## src/rtl/mspt_pkg.sv

```systemverilog
// Package for the multi-slot pin pulse timer: action and report codes,
// slot entry and result word types, and fixed field widths.
// No dependencies.
package mspt_pkg;

    // Fixed field widths
    localparam int PIN_W     = 6;
    localparam int DUR_W     = 31;
    localparam int TIME_W    = 32;
    localparam int MASK_W    = 40;
    localparam int S_TDATA_W = 72;
    localparam int M_TDATA_W = 8;

    // Writable pins after reset: 0, 2, 4, 5 and 13 to 33
    localparam logic [MASK_W-1:0] MASK_RESET = 40'h3_FFFF_E035;

    typedef enum logic [1:0] {
        ACT_START    = 2'd0,
        ACT_CANCEL   = 2'd1,
        ACT_TICK     = 2'd2,
        ACT_STOP_ALL = 2'd3
    } action_t;

    typedef enum logic [1:0] {
        KIND_PULSE   = 2'd0,
        KIND_RESTORE = 2'd1,
        KIND_BUSY    = 2'd2,
        KIND_INVALID = 2'd3
    } kind_t;

    typedef enum logic [1:0] {
        ST_IDLE,
        ST_SCAN,
        ST_FINISH
    } seq_state_t;

    // One slot of the pulse table
    typedef struct packed {
        logic [PIN_W-1:0]  pin;
        logic [TIME_W-1:0] deadline;
        logic              saved;
    } slot_entry_t;

    // One result word towards the output register
    typedef struct packed {
        kind_t            kind;
        logic [PIN_W-1:0] pin;
        logic             drive;
        logic             saved;
        logic             last;
    } result_t;

endpackage

```

## src/rtl/multi_slot_pin_pulse_timer_core.sv

```systemverilog
// Top level of the multi-slot pin pulse timer.
// Depends on mspt_pkg, mspt_seq, mspt_slot_mem and mspt_out_buf.
//
// Takes one request word at a time. Start, cancel and tick walk the slot
// memory one entry per cycle through its single read port, except while a
// tick waits for the result side to take a restore word; the next word may
// enter once the walk and its result are done. An invalid start skips the
// walk, and stop all is done as it is taken. A tick passes each restore word
// on as soon as the next expired slot is found, and the final one when the
// walk is over, so tlast marks it. Results wait in an output register, so
// a new request is taken while the last result of the previous one is unread.
module multi_slot_pin_pulse_timer_core
#(
    parameter int SLOTS     = 8,
    parameter int PIN_COUNT = 40
)
(
    input  logic                            clk,
    input  logic                            rst_n,
    input  logic                            cfg_wr_en,
    input  logic [mspt_pkg::MASK_W-1:0]     cfg_wr_data,    // writable_pin_mask
    input  logic                            s_tvalid,
    output logic                            s_tready,
    input  logic [mspt_pkg::S_TDATA_W-1:0]  s_tdata,        // pin, level, duration_ms,
                                                            // pin_level_now, now_ms, pad
    input  logic [1:0]                      s_tuser,        // action
    output logic                            m_tvalid,
    input  logic                            m_tready,
    output logic [mspt_pkg::M_TDATA_W-1:0]  m_tdata,        // drive_pin, drive_level,
                                                            // saved_level
    output logic [1:0]                      m_tuser,        // kind
    output logic                            m_tlast
);
    import mspt_pkg::*;

    localparam int SLOT_W = (SLOTS > 1) ? $clog2(SLOTS) : 1;
    localparam int CNT_W  = $clog2(SLOTS + 1);

    logic              mem_re;
    logic [SLOT_W-1:0] mem_raddr;
    slot_entry_t       mem_rdata;
    logic              mem_we;
    logic [SLOT_W-1:0] mem_waddr;
    slot_entry_t       mem_wdata;
    logic              res_push;
    result_t           res_data;
    logic              res_ready;

    mspt_seq
    #(
        .SLOTS     (SLOTS),
        .PIN_COUNT (PIN_COUNT),
        .SLOT_W    (SLOT_W),
        .CNT_W     (CNT_W)
    )
    u_seq
    (
        .clk         (clk),
        .rst_n       (rst_n),
        .cfg_wr_en   (cfg_wr_en),
        .cfg_wr_data (cfg_wr_data),
        .s_tvalid    (s_tvalid),
        .s_tready    (s_tready),
        .s_tdata     (s_tdata),
        .s_tuser     (s_tuser),
        .mem_re      (mem_re),
        .mem_raddr   (mem_raddr),
        .mem_rdata   (mem_rdata),
        .mem_we      (mem_we),
        .mem_waddr   (mem_waddr),
        .mem_wdata   (mem_wdata),
        .res_push    (res_push),
        .res_data    (res_data),
        .res_ready   (res_ready)
    );

    mspt_slot_mem
    #(
        .DEPTH  (SLOTS),
        .ADDR_W (SLOT_W)
    )
    u_slot_mem
    (
        .clk   (clk),
        .we    (mem_we),
        .waddr (mem_waddr),
        .wdata (mem_wdata),
        .re    (mem_re),
        .raddr (mem_raddr),
        .rdata (mem_rdata)
    );

    mspt_out_buf u_out_buf
    (
        .clk       (clk),
        .rst_n     (rst_n),
        .push      (res_push),
        .push_data (res_data),
        .ready     (res_ready),
        .m_tvalid  (m_tvalid),
        .m_tready  (m_tready),
        .m_tdata   (m_tdata),
        .m_tuser   (m_tuser),
        .m_tlast   (m_tlast)
    );

endmodule

```

## src/rtl/mspt_slot_mem.sv

```systemverilog
// Slot table memory: one write port, one read port, registered read data.
// Depends on mspt_pkg for the slot entry type.
module mspt_slot_mem
#(
    parameter int DEPTH  = 8,
    parameter int ADDR_W = 3
)
(
    input  logic                  clk,
    input  logic                  we,
    input  logic [ADDR_W-1:0]     waddr,
    input  mspt_pkg::slot_entry_t wdata,
    input  logic                  re,
    input  logic [ADDR_W-1:0]     raddr,
    output mspt_pkg::slot_entry_t rdata
);
    import mspt_pkg::*;

    slot_entry_t ram [DEPTH];
    slot_entry_t rdata_reg;

    // Write the entry; read data is registered and held while re is low
    always_ff @(posedge clk)
    begin
        if (we)
        begin
            ram[waddr] <= wdata;
        end
        if (re)
        begin
            rdata_reg <= ram[raddr];
        end
    end

    assign rdata = rdata_reg;

endmodule

```

## src/rtl/mspt_out_buf.sv

```systemverilog
// Output register for result words on the master stream side.
// Depends on mspt_pkg for the result word type.
module mspt_out_buf
(
    input  logic                            clk,
    input  logic                            rst_n,
    input  logic                            push,
    input  mspt_pkg::result_t               push_data,
    output logic                            ready,
    output logic                            m_tvalid,
    input  logic                            m_tready,
    output logic [mspt_pkg::M_TDATA_W-1:0]  m_tdata,   // drive_pin, drive_level, saved_level
    output logic [1:0]                      m_tuser,   // kind
    output logic                            m_tlast
);
    import mspt_pkg::*;

    logic    vld_reg;
    logic    vld_next;
    result_t data_reg;

    // Free when empty or when the held word leaves this cycle
    assign ready    = !vld_reg || m_tready;
    assign vld_next = push || (vld_reg && !m_tready);

    always_ff @(posedge clk or negedge rst_n)
    begin
        if (!rst_n)
        begin
            vld_reg <= 1'b0;
        end
        else
        begin
            vld_reg <= vld_next;
        end
    end

    // Load a new word
    always_ff @(posedge clk)
    begin
        if (push)
        begin
            data_reg <= push_data;
        end
    end

    assign m_tvalid = vld_reg;
    assign m_tdata  = {data_reg.saved, data_reg.drive, data_reg.pin};
    assign m_tuser  = data_reg.kind;
    assign m_tlast  = data_reg.last;

endmodule

```

## src/rtl/mspt_seq.sv

```systemverilog
// Sequencer: takes requests, scans the slot memory one entry a cycle unless
// a tick is held by the result side, holds the active bits and the mask, and
// writes back the chosen slot. Depends on mspt_pkg.
module mspt_seq
#(
    parameter int SLOTS     = 8,
    parameter int PIN_COUNT = 40,
    parameter int SLOT_W    = 3,
    parameter int CNT_W     = 4
)
(
    input  logic                            clk,
    input  logic                            rst_n,
    input  logic                            cfg_wr_en,
    input  logic [mspt_pkg::MASK_W-1:0]     cfg_wr_data,
    input  logic                            s_tvalid,
    output logic                            s_tready,
    input  logic [mspt_pkg::S_TDATA_W-1:0]  s_tdata,
    input  logic [1:0]                      s_tuser,
    output logic                            mem_re,
    output logic [SLOT_W-1:0]               mem_raddr,
    input  mspt_pkg::slot_entry_t           mem_rdata,
    output logic                            mem_we,
    output logic [SLOT_W-1:0]               mem_waddr,
    output mspt_pkg::slot_entry_t           mem_wdata,
    output logic                            res_push,
    output mspt_pkg::result_t               res_data,
    input  logic                            res_ready
);
    import mspt_pkg::*;

    // Control state
    seq_state_t              state_reg, state_next;
    logic [MASK_W-1:0]       mask_reg;
    logic [SLOTS-1:0]        active_reg, active_next;
    logic [CNT_W-1:0]        rd_cnt_reg, rd_cnt_next;
    logic                    eval_vld_reg, eval_vld_next;
    logic                    match_vld_reg, match_vld_next;
    logic                    free_vld_reg, free_vld_next;
    logic                    pend_vld_reg, pend_vld_next;
    logic                    invalid_reg, invalid_next;

    // Held request and scan results
    action_t                 act_reg, act_next;
    logic [PIN_W-1:0]        pin_reg, pin_next;
    logic                    level_reg, level_next;
    logic [DUR_W-1:0]        dur_reg, dur_next;
    logic                    now_lvl_reg, now_lvl_next;
    logic [TIME_W-1:0]       now_reg, now_next;
    logic [SLOT_W-1:0]       eval_idx_reg, eval_idx_next;
    logic [SLOT_W-1:0]       match_idx_reg, match_idx_next;
    logic                    match_saved_reg, match_saved_next;
    logic [SLOT_W-1:0]       free_idx_reg, free_idx_next;
    logic [PIN_W-1:0]        pend_pin_reg, pend_pin_next;
    logic                    pend_lvl_reg, pend_lvl_next;

    // Request decode and per-slot tests
    action_t                 in_act;
    logic [PIN_W-1:0]        in_pin;
    logic [DUR_W-1:0]        in_dur;
    logic [63:0]             mask_wide;
    logic                    in_invalid;
    logic                    ev_act;
    logic                    ev_hit;
    logic [TIME_W-1:0]       ev_diff;
    logic                    ev_expired;
    logic                    stall;
    logic [SLOT_W-1:0]       use_idx;
    logic                    use_saved;

    assign in_act     = action_t'(s_tuser);
    assign in_pin     = s_tdata[5:0];
    assign in_dur     = s_tdata[37:7];
    assign mask_wide  = {{(64-MASK_W){1'b0}}, mask_reg};
    assign in_invalid = (in_dur == '0)
                     || ({1'b0, in_pin} >= 7'(PIN_COUNT))
                     || !mask_wide[in_pin];

    assign ev_act     = active_reg[eval_idx_reg];
    assign ev_hit     = (mem_rdata.pin == pin_reg);
    assign ev_diff    = now_reg - mem_rdata.deadline;
    assign ev_expired = !ev_diff[TIME_W-1];

    assign use_idx    = match_vld_reg ? match_idx_reg : free_idx_reg;
    assign use_saved  = match_vld_reg ? match_saved_reg : now_lvl_reg;

    // Next state, memory access and result generation
    always_comb
    begin
        state_next       = state_reg;
        active_next      = active_reg;
        rd_cnt_next      = rd_cnt_reg;
        eval_vld_next    = eval_vld_reg;
        match_vld_next   = match_vld_reg;
        free_vld_next    = free_vld_reg;
        pend_vld_next    = pend_vld_reg;
        invalid_next     = invalid_reg;
        act_next         = act_reg;
        pin_next         = pin_reg;
        level_next       = level_reg;
        dur_next         = dur_reg;
        now_lvl_next     = now_lvl_reg;
        now_next         = now_reg;
        eval_idx_next    = eval_idx_reg;
        match_idx_next   = match_idx_reg;
        match_saved_next = match_saved_reg;
        free_idx_next    = free_idx_reg;
        pend_pin_next    = pend_pin_reg;
        pend_lvl_next    = pend_lvl_reg;

        s_tready         = 1'b0;
        stall            = 1'b0;
        mem_re           = 1'b0;
        mem_raddr        = rd_cnt_reg[SLOT_W-1:0];
        mem_we           = 1'b0;
        mem_waddr        = use_idx;
        mem_wdata.pin      = pin_reg;
        mem_wdata.deadline = now_reg + {1'b0, dur_reg};
        mem_wdata.saved    = use_saved;
        res_push         = 1'b0;
        res_data.kind    = KIND_PULSE;
        res_data.pin     = pin_reg;
        res_data.drive   = 1'b0;
        res_data.saved   = 1'b0;
        res_data.last    = 1'b1;

        unique case (state_reg)
            ST_IDLE:
            begin
                s_tready = 1'b1;
                if (s_tvalid)
                begin
                    act_next       = in_act;
                    pin_next       = in_pin;
                    level_next     = s_tdata[6];
                    dur_next       = in_dur;
                    now_lvl_next   = s_tdata[38];
                    now_next       = s_tdata[70:39];
                    rd_cnt_next    = '0;
                    eval_vld_next  = 1'b0;
                    match_vld_next = 1'b0;
                    free_vld_next  = 1'b0;
                    pend_vld_next  = 1'b0;
                    invalid_next   = 1'b0;
                    if (in_act == ACT_STOP_ALL)
                    begin
                        active_next = '0;
                    end
                    else if (in_act == ACT_START && in_invalid)
                    begin
                        invalid_next = 1'b1;
                        state_next   = ST_FINISH;
                    end
                    else
                    begin
                        state_next = ST_SCAN;
                    end
                end
            end

            ST_SCAN:
            begin
                // Evaluate the entry from the last issued read
                if (eval_vld_reg)
                begin
                    case (act_reg)
                        ACT_START:
                        begin
                            if (ev_act && ev_hit && !match_vld_reg)
                            begin
                                match_vld_next   = 1'b1;
                                match_idx_next   = eval_idx_reg;
                                match_saved_next = mem_rdata.saved;
                            end
                            if (!ev_act && !free_vld_reg)
                            begin
                                free_vld_next = 1'b1;
                                free_idx_next = eval_idx_reg;
                            end
                        end
                        ACT_CANCEL:
                        begin
                            if (ev_act && ev_hit)
                            begin
                                active_next[eval_idx_reg] = 1'b0;
                            end
                        end
                        ACT_TICK:
                        begin
                            if (ev_act && ev_expired)
                            begin
                                // Hand on the earlier restore; this one may be the last
                                if (pend_vld_reg)
                                begin
                                    if (res_ready)
                                    begin
                                        res_push       = 1'b1;
                                        res_data.kind  = KIND_RESTORE;
                                        res_data.pin   = pend_pin_reg;
                                        res_data.drive = pend_lvl_reg;
                                        res_data.saved = pend_lvl_reg;
                                        res_data.last  = 1'b0;
                                    end
                                    else
                                    begin
                                        stall = 1'b1;
                                    end
                                end
                                if (!stall)
                                begin
                                    pend_vld_next             = 1'b1;
                                    pend_pin_next             = mem_rdata.pin;
                                    pend_lvl_next             = mem_rdata.saved;
                                    active_next[eval_idx_reg] = 1'b0;
                                end
                            end
                        end
                        default:
                        begin
                        end
                    endcase
                end

                // Issue the next read unless held
                if (!stall)
                begin
                    eval_vld_next = 1'b0;
                    if (rd_cnt_reg != CNT_W'(SLOTS))
                    begin
                        mem_re        = 1'b1;
                        eval_vld_next = 1'b1;
                        eval_idx_next = rd_cnt_reg[SLOT_W-1:0];
                        rd_cnt_next   = rd_cnt_reg + 1'b1;
                    end
                    else if (!eval_vld_reg)
                    begin
                        state_next = ST_FINISH;
                    end
                end
            end

            ST_FINISH:
            begin
                case (act_reg)
                    ACT_START:
                    begin
                        if (res_ready)
                        begin
                            res_push   = 1'b1;
                            state_next = ST_IDLE;
                            if (invalid_reg)
                            begin
                                res_data.kind = KIND_INVALID;
                            end
                            else if (match_vld_reg || free_vld_reg)
                            begin
                                res_data.kind        = KIND_PULSE;
                                res_data.drive       = level_reg;
                                res_data.saved       = use_saved;
                                mem_we               = 1'b1;
                                active_next[use_idx] = 1'b1;
                            end
                            else
                            begin
                                res_data.kind = KIND_BUSY;
                            end
                        end
                    end
                    ACT_TICK:
                    begin
                        if (!pend_vld_reg)
                        begin
                            state_next = ST_IDLE;
                        end
                        else if (res_ready)
                        begin
                            res_push       = 1'b1;
                            res_data.kind  = KIND_RESTORE;
                            res_data.pin   = pend_pin_reg;
                            res_data.drive = pend_lvl_reg;
                            res_data.saved = pend_lvl_reg;
                            res_data.last  = 1'b1;
                            state_next     = ST_IDLE;
                        end
                    end
                    default:
                    begin
                        state_next = ST_IDLE;
                    end
                endcase
            end

            default:
            begin
                state_next = ST_IDLE;
            end
        endcase
    end

    // Hold control state
    always_ff @(posedge clk or negedge rst_n)
    begin
        if (!rst_n)
        begin
            state_reg     <= ST_IDLE;
            mask_reg      <= MASK_RESET;
            active_reg    <= '0;
            rd_cnt_reg    <= '0;
            eval_vld_reg  <= 1'b0;
            match_vld_reg <= 1'b0;
            free_vld_reg  <= 1'b0;
            pend_vld_reg  <= 1'b0;
            invalid_reg   <= 1'b0;
        end
        else
        begin
            state_reg     <= state_next;
            active_reg    <= active_next;
            rd_cnt_reg    <= rd_cnt_next;
            eval_vld_reg  <= eval_vld_next;
            match_vld_reg <= match_vld_next;
            free_vld_reg  <= free_vld_next;
            pend_vld_reg  <= pend_vld_next;
            invalid_reg   <= invalid_next;
            if (cfg_wr_en)
            begin
                mask_reg <= cfg_wr_data;
            end
        end
    end

    // Hold request fields and scan results
    always_ff @(posedge clk)
    begin
        act_reg         <= act_next;
        pin_reg         <= pin_next;
        level_reg       <= level_next;
        dur_reg         <= dur_next;
        now_lvl_reg     <= now_lvl_next;
        now_reg         <= now_next;
        eval_idx_reg    <= eval_idx_next;
        match_idx_reg   <= match_idx_next;
        match_saved_reg <= match_saved_next;
        free_idx_reg    <= free_idx_next;
        pend_pin_reg    <= pend_pin_next;
        pend_lvl_reg    <= pend_lvl_next;
    end

endmodule

```

## config.mk

```make
export PLATFORM = sky130hd
export DESIGN_NAME = multi_slot_pin_pulse_timer_core
export DESIGN_NICKNAME = d
export VERILOG_FILES = /design/src/rtl/mspt_pkg.sv /design/src/rtl/multi_slot_pin_pulse_timer_core.sv /design/src/rtl/mspt_slot_mem.sv /design/src/rtl/mspt_out_buf.sv /design/src/rtl/mspt_seq.sv
export SDC_FILE = /design/constraint.sdc
export NUM_CORES = 1
export LEC_CHECK = 0
export ABC_AREA = 0
export BUFFER_PORTS_ARGS = -buffer_cell sky130_fd_sc_hd__buf_2
export CAP_MARGIN = 5
export CORE_MARGIN = 5
export CORE_UTILIZATION = 61
export CTS_CLUSTER_SIZE = 40
export DETAILED_ROUTE_END_ITERATION = 8
export GPL_TIMING_DRIVEN = 0
export PLACE_DENSITY = 0.8
export SETUP_SLACK_MARGIN = 0.3
export SYNTH_ARGS = -nofsm -noshare
export SYNTH_HDL_FRONTEND = slang
export SYNTH_SLANG_ARGS = --single-unit
```

## constraint.sdc

```tcl
create_clock -name clk -period 5.95 [get_ports clk]
set_input_delay 0.2975 -clock clk [delete_from_list [all_inputs] [get_ports clk]]
set_output_delay 0.2975 -clock clk [all_outputs]
set_load 0.005 [all_outputs]
```

; After elaboration in Yosys (flattened, before gate mapping)
; Memories as Yosys holds them, arrays and structs flattened. A register that Yosys moved wholly into a read port is not among the register bits.
; Cells that the tools add are included.
[op_classes]
bitwise_logic = 5
n_eq_ne = 29
addsub = 3
mux = 100
n_reduce_logical = 38
n_lt_le_gt_ge = 6
[op_table]
columns = op, n
row1 = $mux 8, 10
row2 = $mux 11, 5
row3 = $mux 1, 46
row4 = $add 32x31->32, 1
row5 = $sub 32x32->32, 1
row6 = $logic_not 31->1, 1
row7 = $mux 2, 14
row8 = $pmux 8 s3, 1
row9 = $pmux 11 s2, 1
row10 = $mux 10, 2
row11 = $ne 2x1->1 const B, 10
row12 = $reduce_and 5->1, 4
row13 = $ne 2x2->1 const B, 8
row14 = $pmux 8 s2, 1
row15 = $mux 4, 3
row16 = $pmux 1 s2, 6
row17 = $pmux 2 s2, 3
row18 = $reduce_and 12->1, 1
row19 = $reduce_and 4->1, 3
row20 = $ne 3x2->1 const B, 3
row21 = $and 8x8->8, 1
row22 = $logic_and 1x1->1, 8
row23 = $lt 3x4->1 const B, 2
row24 = $not 8->8, 1
row25 = other kinds (26), 45
[word_totals]
out_inout_bits = 13
regBits = 161
elab_cells = 209
n_memories = 1
ramBits = 312
[memory_table]
columns = memory, words, width, read_ports, rd_clocked_by_memory_dff, wr, line_no
row1 = u_slot_mem.ram, 8, 39, 1, 1, 1, mspt_slot_mem.sv:19  ; slot_entry_t ram [DEPTH];

; Logic depth before layout (Yosys ltp)
[logic_depth]
word_depth = 14
mapped_depth = 11

; By module
; From an unflattened synthesis, not the netlist that was laid out.
[unflattened]
hier_cells = 1264
area_unflattened_um2 = 22061.2
[modules_own_cells]
columns = mod, instances, area_each_um2, cells_each
row1 = mspt_slot_mem, 1, 13020.0, 503
row2 = mspt_seq, 1, 8663.3, 747
row3 = mspt_out_buf, 1, 377.9, 14

; Worst setup path before layout
; No wires, ideal clock.
[synth_timing]
path_type = register to register
from = register u_seq.now_reg[4]
to = register u_seq.eval_idx_reg[0], enable pin
path_stages_with_launch = 9
n_path_buf = 0
required_time_ps = 5483
arrival_time_ps = 4148
period_less_slack_ps = 4615
slack_ps = 1335
cell_sequence = edfxtp_1 > ha_1 > a21o_1 > a211o_1 > a41oi_1 > o21ai_0 > a32oi_1 > nand2_1 > a31oi_1
[synth_between]
elab_chain_len = 9
[synth_rtl]
columns = element, line_no
row1 = from (decl), mspt_seq.sv:49  ; logic [TIME_W-1:0] now_reg, now_next;
row2 = from (signal assigned), mspt_seq.sv:340  ; now_reg <= now_next;
row3 = $sub 32x32->32, mspt_seq.sv:81  ; assign ev_diff = now_reg - mem_rdata.deadline;
row4 = $logic_not 1->1, mspt_seq.sv:82  ; assign ev_expired = !ev_diff[TIME_W-1];
row5 = $logic_and 1x1->1, mspt_seq.sv:190  ; if (ev_act && ev_expired)
row6 = $mux 1, mspt_seq.sv:190
row7 = $mux 1, mspt_seq.sv:166  ; case (act_reg)
row8 = $mux 1, mspt_seq.sv:164  ; if (eval_vld_reg)
row9 = $mux 1, mspt_seq.sv:127  ; unique case (state_reg)
row10 = $not 1->1 (no line), --
row11 = $reduce_and 3->1 (no line), --
row12 = to (signal assigned), mspt_seq.sv:341  ; eval_idx_reg <= eval_idx_next;
row13 = to (decl), mspt_seq.sv:50  ; logic [SLOT_W-1:0] eval_idx_reg, eval_idx_next;
; No other way between the ends. The select of a mux whose other input is x is not followed.
; A chain may end at the register's enable or synchronous reset.

; Worst setup path after layout
[layout_timing]
from = register u_seq.now_reg[30]
to = register u_out_buf.data_reg, in the netlist u_out_buf.m_tlast, enable pin
[layout_between]
elab_chain_len = 7
[layout_rtl]
columns = element, line_no
row1 = $sub 32x32->32, mspt_seq.sv:81
row2 = $logic_not 1->1, mspt_seq.sv:82
row3 = $logic_and 1x1->1, mspt_seq.sv:190
row4 = $mux 1, mspt_seq.sv:190
row5 = $mux 1, mspt_seq.sv:166
row6 = $mux 1, mspt_seq.sv:164
row7 = $pmux 1 s2, mspt_seq.sv:127
row8 = named net res_push, multi_slot_pin_pulse_timer_core.sv:45  ; logic res_push;
row9 = to (signal assigned), mspt_out_buf.sv:43  ; data_reg <= push_data;
row10 = to (decl), mspt_out_buf.sv:20  ; result_t data_reg;
; The timed path passes the listed nets, and every way through them passes these cells.

==> tab_implementation.tex <==
\begin{tabular}{lr}
\hline
Metric & Value \\
\hline
\multicolumn{2}{l}{\textbf{Run status}} \\
Outcome & finished clean \\
\multicolumn{2}{l}{\textbf{Die}} \\
Core ar. & 0.03566 sq mm \\
Die boundary height & 200.3 um \\
Floorplan row count & 69 \\
Die outline area & around 0.04 sq mm \\
Die extent in x & 200.3 um \\
Effective utilization at floorplan & 0.6193 \\
IO Pins & 132 \\
\multicolumn{2}{l}{\textbf{GRT}} \\
Global-route wire length before repair & roughly 83 mm \\
Antenna violations before repair & 2 \\
Total GRT Usage & 0.2665 \\
Pin count of the biggest net entering global routing & 51 \\
Total congestion overflow & 0 \\
Vias in the first global route & 13,988 \\
\multicolumn{2}{l}{\textbf{Placed design}} \\
Hpwl dp & 32.17 mm \\
Routability Congestion & 0.8842 \\
Count of port buffers added during placement & 129 \\
\multicolumn{2}{l}{\textbf{Yosys}} \\
Mapped cell area & 0.02208 sq mm \\
Cells after synthesis & 1,304 \\
Number of warnings reported in the yosys synthesis log & 0 \\
Async set-reset flop share out of synthesis & 0.1172 \\
Post-synth EDFFs & about 450 \\
Flip-flop cell with the highest count after synthesis & edfxtp\_1 \\
Number of different library cells in the post-synthesis netlist & 70 \\
Post-synthesis average cell area & 16.93 sq um \\
Synth Net Count & 1,491 \\
\#FFs+latches synth & 512 \\
Sequential cell area fraction in the yosys report & 0.6841 \\
\multicolumn{2}{l}{\textbf{STA}} \\
Worst Tran Pin Value & 1.210 ns \\
Final Critical Period & between 4 and 5 ns \\
Final-report max-slew violation count & 0 \\
Final setup viols & 0 \\
Final worst path period share & 0.7777 \\
Worst hold-check slack & around 0.12 ns \\
Total count of hold-check failures in the final report & 0 \\
Achievable clock frequency & 216.1 MHz \\
Setup repair after global routing missed its margin & false \\
Worst slew margin relative to its limit & 0.1882 \\
Final clock skew & 0.01738 ns \\
\multicolumn{2}{l}{\textbf{Clocking}} \\
Number of buffers created by CTS & 51 \\
Root Buffer Master & clkbuf\_16 \\
H-tree depth & 2 \\
Clock Sink Count & 512 \\
Clock-pin slew on the worst setup and hold paths & about 0.070 ns \\
TritonCTS clock tree & done \\
Number of hold buffers added after CTS & 114 \\
Post-cts sizing count & 0 \\
CTS Buffer Depth & 3 \\
Clock latency at the later pin of the worst-skew pair & 0.58 ns \\
Number of buffers inserted by post-CTS setup repair & 0 \\
\multicolumn{2}{l}{\textbf{Route}} \\
First-iteration detailed-routing DRC count & 1,465 \\
Initial DRT Pass Iterations & 5 \\
Wirelength per Cell & 25.25 um \\
Routed via count divided by cell count & 6.319 \\
Total length of routed wires & 53.36 mm \\
Count of antenna-violating nets left after detailed routing & 0 \\
Vias & 13,353 \\
DRC viols & 0 \\
\multicolumn{2}{l}{\textbf{Layout}} \\
Area growth from synthesis to layout & 20.55\% \\
Fillers & 1,954 \\
Top library cells by usage in the layout, fill and taps aside & 452 x edfxtp\_1, 132 x buf\_2, 114 x dlygate4sd3\_1 \\
Layout Nets & 1,800 \\
Fraction of layout instances using a drive strength above 1 & 0.2641 \\
Leading cell type in the layout, fill and taps excluded & edfxtp\_1 \\
Largest register FFs & 312 \\
\multicolumn{2}{l}{\textbf{Critical path}} \\
Worst Path Class, Setup & reg -> reg \\
Sort of element at the start of the critical path & flip-flop \\
Launch instance of the worst register-to-register path & u\_seq.now\_reg[30] \\
WP data required & 6.14 ns \\
Worst Path Max Fanout & 11 \\
Start point of the critical path & u\_seq.now\_reg[30] \\
Crit end category & flip-flop \\
WP data arrival & 4.82 ns \\
\multicolumn{2}{l}{\textbf{Worst hold path}} \\
Kind of path behind the tightest hold check & in -> reg \\
Start point of the worst min-delay path & m\_tready \\
\multicolumn{2}{l}{\textbf{Power}} \\
Sum of internal, switching and leakage power & 11.56 mW \\
Power Dens Cells & 434.4 mW/mm\^{}2 \\
VDD IR-drop max & 0.3261 mV \\
Static Leak & 9.380 nW \\
\multicolumn{2}{l}{\textbf{Run}} \\
Max-cap violation count & 0 \\
\hline
\end{tabular}
-- kinds of logic after synthesis --
family                   share of synthesized area
AND/OR/NAND/NOR                            0.04323
multiplexers                                0.1386
adder cells (fa/ha/maj)                    0.03887
XOR/XNOR                                   0.01269
AO/OA/AOI/OAI                              0.06255
buffers and inverters                      0.02000
flip-flops                                  0.6841
-- final timing paths --
kind,slack [ns],cells after the start,end
max in group asynchronous,5.06,3,u_seq.mask_reg[28]
worst min-delay path,0.12,3,u_out_buf.m_tvalid
worst max-delay path,1.32,9,u_out_buf.m_tlast
worst max register to register,1.32,9,u_out_buf.m_tlast
worst min register to register,0.50,0,u_seq.pend_pin_reg[2]
min in group asynchronous,0.22,2,u_seq.active_reg[0]
-- layout make-up --
cell class	count	area (sq um)	share of cell area
Clock buffer	63	1394	0.05236
Tap cell	461	576.8	0.02167
Buffer	45	190.2	0.007145
Sequential cell	512	15110	0.5675
Inverter	67	254.0	0.009542
Clock inverter	28	439.2	0.01650
Multi-Input combinational cell	680	6610	0.2483
Timing Repair Buffer	256	2047	0.07690
Antenna cell	1	2.502	0.00009401
-- stage by stage --
step	setup slack [ns]	util	instance area, sq um	setup TNS, ns	instances
2_1_floorplan	1.335	-	22080	0	1304
3_3_place_gp	-1.598	0.6536	23300	-66.98	1894
3_5_place_dp	1.310	0.6631	23640	0	1907
4_1_cts	1.291	0.7465	26620	0	2112
5_1_grt	1.203	0.7466	26620	0	2113
6_report	1.323	0.7466	26620	0	2113
-- routing by layer --
| metal | global-route usage | vias up | routed length [um] | part of all wire |
|---|---|---|---|---|
| met5 | 0 | - | 0 | 0 |
| met4 | 0.08874 | 0 | 1594 | 0.030 |
| li1 | - | 5812 | - | - |
| met3 | 0.04722 | 116 | 3766 | 0.071 |
| met2 | 0.4553 | 701 | 27110 | 0.51 |
| met1 | 0.3529 | 6724 | 20890 | 0.39 |
-- Yosys cell counts (8+ instances only) --
cell      count  area, sq um
edfxtp_1    452        13570
clkbuf_1     29        108.9
buf_1        11        41.29
mux4_2       90         2027
nor4_1        9        56.30
ha_1         67        838.3
xnor2_1      26        227.7
a21o_1       11        82.58
a211oi_1      9        67.56
nor3_1       15        75.07
nor2b_1       8        50.05
mux2_2       82        923.4
mux2i_1      11        110.1
nand3_1      25        125.1
a31oi_1      12        75.07
nor2_1       44        165.2
o21ai_0      38        190.2
dfstp_2      25        656.9
o211ai_1     25        187.7
a21oi_1      48        240.2
nand2_1      53        198.9
dfrtp_1      35        875.8
inv_1        66        247.7
-- power by group --
| group | switching, mW | leakage, nW | internal [mW] |
|---|---|---|---|
| registers | 0.218 | 4.82 | 4.78 |
| clock network | 1.35 | 0.889 | 2.17 |
| logic | 1.83 | 3.67 | 1.21 |
| total | 3.40 | 9.38 | 8.16 |
-- worst max-delay path, cell delays in order (launching register included) --
cell and delay [ns]:
edfxtp_1 0.45, ha_1 0.36, nand4_1 0.21, nor4_1 0.83, a211oi_1 0.16, o31ai_1 0.19
a32oi_1 0.39, a2111o_1 0.59, buf_6 0.19, o22ai_1 0.87
(Power assumes the default switching activity.)
